## src/rtl/core/rtpst_pkg.sv

```systemverilog
`timescale 1ns / 1ps

package rtpst_pkg;

    localparam int TableEntriesDefault = 64;
    localparam int CountWidthDefault   = 32;
    localparam int PosMax              = 2047;
    localparam logic [15:0] ThresholdReset = 16'd50;

    localparam logic [15:0] EtherIpv4   = 16'h0800;
    localparam logic [7:0]  ProtoUdp    = 8'h11;
    localparam logic [7:0]  RtpVersion  = 8'h80;
    localparam logic [7:0]  RtcpSr      = 8'hc8;
    localparam logic [7:0]  RtcpRr      = 8'hc9;
    localparam logic [6:0]  PtCn        = 7'h0d;
    localparam logic [6:0]  PtRed       = 7'h61;
    localparam logic [6:0]  PtDtmf      = 7'h65;
    localparam logic [6:0]  PtDtmfAlt   = 7'h76;

    typedef enum logic [2:0] {
        ST_NOT_RTP    = 3'd0,
        ST_KNOWN      = 3'd1,
        ST_NEW        = 3'd2,
        ST_TABLE_FULL = 3'd3,
        ST_READOUT    = 3'd4
    } t_status;

    typedef struct packed {
        logic        rtp;
        logic [31:0] ssrc;
        logic [6:0]  pt;
        logic [31:0] sip;
        logic [31:0] dip;
        logic [15:0] sport;
        logic [15:0] dport;
    } t_frame;

    typedef struct packed {
        t_status     status;
        logic [5:0]  index;
        logic        valid;
        logic [31:0] count;
        logic        reportable;
        logic [31:0] ssrc;
        logic [6:0]  pt;
        logic [31:0] sip;
        logic [15:0] sport;
        logic [31:0] dip;
        logic [15:0] dport;
    } t_result;

endpackage

```

## src/rtl/core/rtpst_parser.sv

```systemverilog
`timescale 1ns / 1ps

// Byte position counter and header capture; classifies a frame on its final byte.
module rtpst_parser (
    input  logic                 i_clk,
    input  logic                 i_rst_n,
    input  logic                 i_take,
    input  logic [7:0]           i_data_byte,
    input  logic                 i_last_byte,
    output rtpst_pkg::t_frame    o_frame
);

    logic [10:0] r_pos, n_pos;
    logic [15:0] r_etype, n_etype;
    logic [3:0]  r_ihl, n_ihl;
    logic [7:0]  r_proto, n_proto;
    logic [31:0] r_sip, n_sip;
    logic [31:0] r_dip, n_dip;
    logic [15:0] r_sport, n_sport;
    logic [15:0] r_dport, n_dport;
    logic [7:0]  r_b0, n_b0;
    logic [7:0]  r_b1, n_b1;
    logic [31:0] r_ssrc, n_ssrc;

    logic [10:0] off;
    logic [11:0] rel;
    logic [11:0] length;

    always_comb begin
        n_etype = r_etype;
        n_ihl   = r_ihl;
        n_proto = r_proto;
        n_sip   = r_sip;
        n_dip   = r_dip;
        n_sport = r_sport;
        n_dport = r_dport;
        n_b0    = r_b0;
        n_b1    = r_b1;
        n_ssrc  = r_ssrc;
        case (r_pos)
            11'd12: n_etype[15:8] = i_data_byte;
            11'd13: n_etype[7:0]  = i_data_byte;
            11'd14: n_ihl         = i_data_byte[3:0];
            11'd23: n_proto       = i_data_byte;
            11'd26: n_sip[31:24]  = i_data_byte;
            11'd27: n_sip[23:16]  = i_data_byte;
            11'd28: n_sip[15:8]   = i_data_byte;
            11'd29: n_sip[7:0]    = i_data_byte;
            11'd30: n_dip[31:24]  = i_data_byte;
            11'd31: n_dip[23:16]  = i_data_byte;
            11'd32: n_dip[15:8]   = i_data_byte;
            11'd33: n_dip[7:0]    = i_data_byte;
            default: ;
        endcase
        // The RTP offset follows the IHL, which may arrive in this very byte.
        off = 11'({n_ihl, 2'b00}) + 11'd22;
        rel = 12'(r_pos) - 12'(off) + 12'd8;
        if (!rel[11]) begin
            case (rel)
                12'd0:  n_sport[15:8] = i_data_byte;
                12'd1:  n_sport[7:0]  = i_data_byte;
                12'd2:  n_dport[15:8] = i_data_byte;
                12'd3:  n_dport[7:0]  = i_data_byte;
                12'd8:  n_b0          = i_data_byte;
                12'd9:  n_b1          = i_data_byte;
                12'd16: n_ssrc[31:24] = i_data_byte;
                12'd17: n_ssrc[23:16] = i_data_byte;
                12'd18: n_ssrc[15:8]  = i_data_byte;
                12'd19: n_ssrc[7:0]   = i_data_byte;
                default: ;
            endcase
        end
        length = 12'(r_pos) + 12'd1;
        if (r_pos == 11'(rtpst_pkg::PosMax)) begin
            n_pos = r_pos;
        end else begin
            n_pos = r_pos + 11'd1;
        end
    end

    always_comb begin
        o_frame.rtp   = (length >= 12'(off) + 12'd12) &&
                        n_etype == rtpst_pkg::EtherIpv4 && n_proto == rtpst_pkg::ProtoUdp &&
                        n_b0 == rtpst_pkg::RtpVersion &&
                        n_b1 != rtpst_pkg::RtcpSr && n_b1 != rtpst_pkg::RtcpRr &&
                        n_b1[6:0] != rtpst_pkg::PtCn && n_b1[6:0] != rtpst_pkg::PtRed &&
                        n_b1[6:0] != rtpst_pkg::PtDtmf && n_b1[6:0] != rtpst_pkg::PtDtmfAlt;
        o_frame.ssrc  = n_ssrc;
        o_frame.pt    = n_b1[6:0];
        o_frame.sip   = n_sip;
        o_frame.dip   = n_dip;
        o_frame.sport = n_sport;
        o_frame.dport = n_dport;
    end

    always_ff @(posedge i_clk) begin
        if (!i_rst_n || (i_take && i_last_byte)) begin
            r_pos   <= '0;
            r_etype <= '0;
            r_ihl   <= '0;
            r_proto <= '0;
            r_sip   <= '0;
            r_dip   <= '0;
            r_sport <= '0;
            r_dport <= '0;
            r_b0    <= '0;
            r_b1    <= '0;
            r_ssrc  <= '0;
        end else if (i_take) begin
            r_pos   <= n_pos;
            r_etype <= n_etype;
            r_ihl   <= n_ihl;
            r_proto <= n_proto;
            r_sip   <= n_sip;
            r_dip   <= n_dip;
            r_sport <= n_sport;
            r_dport <= n_dport;
            r_b0    <= n_b0;
            r_b1    <= n_b1;
            r_ssrc  <= n_ssrc;
        end
    end

endmodule

```

## config.mk

```make
export PLATFORM = sky130hd
export DESIGN_NAME = rtpst_parser
export DESIGN_NICKNAME = d
export VERILOG_FILES = /design/src/rtl/core/rtpst_pkg.sv /design/src/rtl/core/rtpst_parser.sv
export SDC_FILE = /design/constraint.sdc
export NUM_CORES = 1
export LEC_CHECK = 0
export ABC_AREA = 1
export BUFFER_PORTS_ARGS = -buffer_cell sky130_fd_sc_hd__clkbuf_2
export CORE_ASPECT_RATIO = 1.1
export CORE_MARGIN = 2
export CORE_UTILIZATION = 30
export DETAILED_ROUTE_END_ITERATION = 10
export PLACE_DENSITY = 0.53
export SYNTH_ARGS = -nofsm -noshare
export SYNTH_HDL_FRONTEND = slang
export SYNTH_SLANG_ARGS = --single-unit
```

## constraint.sdc

```tcl
create_clock -name i_clk -period 9.95 [get_ports i_clk]
set_input_delay 2.4875 -clock i_clk [delete_from_list [all_inputs] [get_ports i_clk]]
set_output_delay 2.4875 -clock i_clk [all_outputs]
set_load 0.02 [all_outputs]
```

Word level (Yosys, flattened, before mapping)
Index checks and enable logic that the tools add are counted.
{ "classes": {"eq_ne": 31, "reduce_logical": 14, "bitwise": 1, "magnitude_cmp": 1, "mux": 27, "n_addsub": 6} }
{ "op_table": {"columns": ["cell", "count"], "rows": [
  ["$mux 8", 23],
  ["$eq 11x5->1 const B", 7],
  ["$eq 12x5->1 const B", 4],
  ["$eq 11x4->1 const B", 3],
  ["$mux 16", 2],
  ["$mux 32", 1],
  ["$eq 12x2->1 const B", 2],
  ["$eq 12x4->1 const B", 2],
  ["$eq 11x6->1 const B", 2],
  ["$ne 7x7->1 const B", 3],
  ["$eq 16x12->1 const B", 1],
  ["$ne 8x8->1 const B", 2],
  ["$add 11x1->12 const B", 1],
  ["$add 12x4->12 const B", 1],
  ["$eq 12x1->1 const B", 1],
  ["$ge 12x8->1", 1],
  ["$logic_not 12->1", 1],
  ["$sub 11x7->12", 1],
  ["$add 11x1->11 const B", 1],
  ["$eq 11x11->1 const B", 1],
  ["$logic_and 1x1->1", 10],
  ["$add 7x4->8 const B", 1],
  ["$eq 8x5->1 const B", 1],
  ["$eq 8x8->1 const B", 1],
  ["7 further kinds", 7]
]} }
{ "word_totals": {"input_bits": 12, "wordCells": 91, "reg_bits": 183, "output_inout_bits": 136} }

Depth between registers and ports, before layout
{ "depth": {"depth_word": 16, "mapped_depth": 32, "depth_no_buf": 31} }

Least setup slack after synthesis
Ideal clock, no wire load.
{ "synth_path": {"kind": "input to output", "startpoint": "input port i_data_byte[0]", "endpoint": "output port o_frame[135] (netlist name)", "path_buffers": 2, "path_stages": 25, "setup_slack_ns": 1.664, "arrival_ns": 5.799, "required_time_ns": 7.463, "path_cell_list": "inv_1 > clkbuf_1 > o21ai_1 > ha_1 > or2_2 > nand2_1 > xor2_1 > inv_1 > ha_1 > nand2_1 > inv_1 > a21oi_1 > nand3_1 > nand2_1 > nand3_2 > nor2_4 > nand2_2 > buf_6 > nand2_1 > o21ai_1 > nand2_1 > nor2_1 > nand2_1 > nand3_1 > nor2_1"} }
{ "synth_rtl": {"columns": ["item", "line", "source"], "rows": [
  ["from (decl)", "rtpst_parser.sv:8", "input logic [7:0] i_data_byte,"],
  ["to (decl)", "rtpst_parser.sv:10", "output rtpst_pkg::t_frame o_frame"]
]} }

==> results.txt <==
The min-delay analysis places its worst path in the category flop to flop. The count of yosys warnings during synthesis came out at 0. In this run the worst setup path begins at i_data_byte[0]. The buffer and inverter count on the worst path came out at 5. The maximum single-stage delay on the critical path is 430 ps. The largest buffer count on any clock path came out at 2. The clock transition at the registers of the reported paths came out at 70 ps.

The library cell used most frequently in the layout, excluding fill and tap cells, is sky130_fd_sc_hd__nor2_1. The pre-CTS worst setup slack came out at 1058 ps. The net count of the mapped netlist is 1724.

The worst IR drop on VDD came out at 0.1127 mV. The DRC violation count after routing is 0. In this run, CTS created clock tree buffers numbering 17. The minimum setup slack among reg-to-reg paths is 5000 ps. The kind of cell with the highest combined delay along the critical path is simple AND/OR/NAND/NOR gates. The logic depth of the worst register-to-register path came out at 23. Input and output buffers added on the ports amount to 147. Walking the worst path, the cells encountered are clkbuf_2 > inv_1 > o21ai_1 > inv_1 > o21ai_2 > xnor2_1 > xor2_1 > inv_1 > ha_1 > nand2_1 > nand2_1 > o21ai_0 > nand3_1 > nand2_1 > nand3_1 > nor2_4 > nand2_2 > o21ai_1 > nand2_1 > nor2_1 > nand2_1 > nand3_1 > nor2_1 > clkbuf_2. The final wirelength came out at 32130 um. The sort of element at the end of the critical path is an output port. The wire length of the first global-routing pass came out at 50690 um. The detailed router's first-iteration violation count is 734. The number of detailed-routing iterations run before antenna repair came out at 5. At the worst endpoint, the arrival time is 6400 ps. Setup repair after global routing left no endpoint under its margin. The worst endpoint required time is 7460 ps. The cell area power density came out at 149.8 nW/um^2.

The critical-path maximum fanout is 19. The headroom to the max-slew limit is 32.06%. The final critical path takes up 89.29% of the cycle.

The fraction of power spent switching nets came out at 31.22%. Summed over all layers, the global routing overflow is 0. STA classifies the critical path startpoint as an input pin.

The mean instance size in the synthesized netlist came out at slightly above 6 sq um. The final HPWL from detailed placement came out at 21370 um. The initial antenna violation count came out at 0. The part of the total power dissipated in sequential elements is 44.3%. The slew at the pin with the worst max-slew slack came out at 1019 ps. The clock latency on the worst-skew pair is 430 ps. The number of hold-slack violations in the final timing report came to 0. The worst-case clock skew is 11.45 ps. The number of storage elements in the synthesis netlist is 183. The final core utilization came out at around a third.

The sequential area share after synthesis came out at 35.04%. 0 antenna diodes ended up in the layout. The remaining number of nets flagged by the antenna check after routing is 0. In this run the horizontal extent of the chip is between 150 and 200 um.

The global routing usage summed across all routing layers is 17.60%. Once the clock tree was built, the setup fixing pass inserted 0 buffers. The final-report max-slew violation count was 0.

The slowest library cell on the worst path is sky130_fd_sc_hd__nor2_4. Dividing the detail-routed via count by the number of cells gives 4.633. The number of failing setup endpoints in the final timing report came out at 0. The total negative slack came out at 0 ps. Synthesis produced a netlist whose cell count is roughly 1700. The post-synthesis to final-layout area growth came out at 14.22%. The run finished with clean final reports.

Setup slack closes at between 1000 and 1500 ps. The number of global-route vias before repair is 9297. The effective utilization at floorplan is 30.49%. The die height is 199.8 um. The setup path with the least slack is of type input pin to output port. The largest net degree at the start of global routing is 104. The clock tree root driver cell is sky130_fd_sc_hd__clkbuf_16.

The shortest clock period the worst path allows after layout is about 8900 ps. In this run the most critical hold path is launched from r_etype[14]. The maximum level of the CTS H-tree came out at 4.

The number of logic stages on the critical path including buffering came out at 24. The analysis attributes to net switching a power of 0.5582 mW. In this run the critical register-to-register path is launched from r_pos[9]. The share of total power dissipated in combinational logic is between 10% and 20%. The top-level port count is between 100 and 150. The vias after detailed routing is 10257.

The final-stage net count came out at 1804. In this run, post-CTS hold repair placed 0 buffers. The worst register-to-register path ends at r_dport[15].

The number of placement rows came out at 71. The clock network fraction of total power came out at 37.0%. The top cell types in the final layout, fill and taps aside, are sky130_fd_sc_hd__nor2_1 (332), sky130_fd_sc_hd__nand2_1 (324), sky130_fd_sc_hd__o21ai_0 (285). The capture point of the worst path is o_frame[135]. The most prevalent standard cell on the critical path is sky130_fd_sc_hd__nand2_1.

Counting distinct cell types in the post-synthesis netlist gives 35. The total area inside the core boundary comes to 34290 sq um. The number of gates resized after cts came out at 0. Internal power comes to 1.230 mW. The mean routed wirelength per cell is ~15 um. The leakage power summed over all cells came out at approximately 6.5 nW. The proportion of layout cells with a drive suffix above 1 is about an eighth. The number of violations of the max-capacitance limit came out at 0. The maximum frequency from static timing analysis came out at 112.6 MHz. Summing every instance area after synthesis gives about 10000 sq um.

The global placement routability congestion is ~0.84. TritonCTS built the clock tree. The floorplan step defined a die boundary enclosing around 36000 sq um. The tree built by TritonCTS fans out to 183 sinks.
-- cell families (layout without fill, tap and decap cells) --
family          Yosys count  in the layout  share of synthesized area [%]
compound gates          364            364                          18.16
flops                   183            183                          35.04
xor+xnor                 14             14                          1.173
buf+inv                 351            443                          13.56
fa+ha+maj                28             28                          3.351
simple gates            743            743                          28.68
other cells               1              1                        0.03587
-- flip-flops by register name, summed over array words and instances (netlist names) --
signal,count
r_b0,8
r_b1,8
r_dip,32
r_dport,16
r_etype,16
r_ihl,4
r_pos,11
r_proto,8
r_sip,32
r_sport,16
r_ssrc,32
-- power groups by stage --
stage	clock network [mW]	registers, mW	logic, mW
after floorplan	0	0.803	0.244
after global placement	0	0.806	0.336
after detailed placement	0	0.808	0.338
after CTS	0.679	0.791	0.339
after global routing	0.710	0.795	0.383
final	0.662	0.791	0.335
-- metal layers --
| metal | vias up | track usage (%) | share of wire, % |
|---|---|---|---|
| met4 | 0 | 5.466 | 2.2 |
| li1 | 5404 | - | - |
| met5 | - | 0 | 0 |
| met1 | 4668 | 22.43 | 46 |
| met2 | 154 | 30.82 | 49 |
| met3 | 31 | 2.667 | 3.0 |
-- worst min-delay path by stage --
stage	end	depth (start not counted)
2_1_floorplan	r_etype[0]	2
3_5_place_dp	r_etype[14]	2
4_1_cts	r_etype[14]	2
5_1_grt	r_etype[0]	2
3_3_place_gp	r_etype[13]	2
6_report	r_etype[14]	2
-- synth_stat cells --
library cell               count  area (sq um)
sky130_fd_sc_hd__a21oi_1      23         115.1
sky130_fd_sc_hd__a31oi_1       1         6.260
sky130_fd_sc_hd__buf_1         7         26.28
sky130_fd_sc_hd__buf_2         4         20.02
sky130_fd_sc_hd__buf_4         7         52.55
sky130_fd_sc_hd__buf_6         9         101.4
sky130_fd_sc_hd__clkbuf_1     72         270.3
sky130_fd_sc_hd__clkinv_1      3         11.26
sky130_fd_sc_hd__clkinv_2      1         5.000
sky130_fd_sc_hd__conb_1        1         3.750
sky130_fd_sc_hd__dfxtp_1     183          3664
sky130_fd_sc_hd__ha_1         28         350.3
sky130_fd_sc_hd__inv_1       246         923.4
sky130_fd_sc_hd__inv_2         2         7.510
sky130_fd_sc_hd__nand2_1     325          1220
sky130_fd_sc_hd__nand2_2      13         81.33
sky130_fd_sc_hd__nand2_4       1         11.26
sky130_fd_sc_hd__nand3_1      34         170.2
sky130_fd_sc_hd__nand3_2       2         20.02
sky130_fd_sc_hd__nand3b_1      1         7.510
sky130_fd_sc_hd__nand4_1       7         43.79
sky130_fd_sc_hd__nand4_4       1         21.27
sky130_fd_sc_hd__nor2_1      332          1246
sky130_fd_sc_hd__nor2_2        5         31.28
sky130_fd_sc_hd__nor2_4        5         56.30
sky130_fd_sc_hd__nor3_1       14         70.07
sky130_fd_sc_hd__nor4_1        2         12.51
sky130_fd_sc_hd__o211ai_1     23         172.7
sky130_fd_sc_hd__o21ai_0     285          1426
sky130_fd_sc_hd__o21ai_1      27         135.1
sky130_fd_sc_hd__o21ai_2       4         35.03
sky130_fd_sc_hd__o21bai_1      1         7.510
sky130_fd_sc_hd__or2_2         1         6.260
sky130_fd_sc_hd__xnor2_1       4         35.03
sky130_fd_sc_hd__xor2_1       10         87.58
-- worst register-to-register path: cells and delay by family (launching register included) --
family | cells | cell delay (ps)
simple gates | 9 | 1750
fa+ha+maj | 2 | 530
xor+xnor | 2 | 410
flops | 1 | 370
compound gates | 5 | 1350
buf+inv | 5 | 490
-- through the flow --
stage,hold WS [ps],power (mW),cells,instance area [sq um]
floorplan,444.1,1.047,1684,10450
global placement,454.8,1.142,2183,11380
detailed placement,457.7,1.146,2183,11380
CTS,479.0,1.809,2214,11940
global route,498.4,1.888,2214,11940
finish,480.8,1.788,2214,11940
-- cell type report --
class,count,area (sq um)
Inverter,252,949.7
Tap cell,438,548.0
Multi-Input combinational cell,1150,5380
Sequential cell,183,3664
Fill cell,3742,22350
Timing Repair Buffer,160,839.6
Clock buffer,20,456.7
Clock inverter,11,102.6
Power figures use the tool's default switching activity.
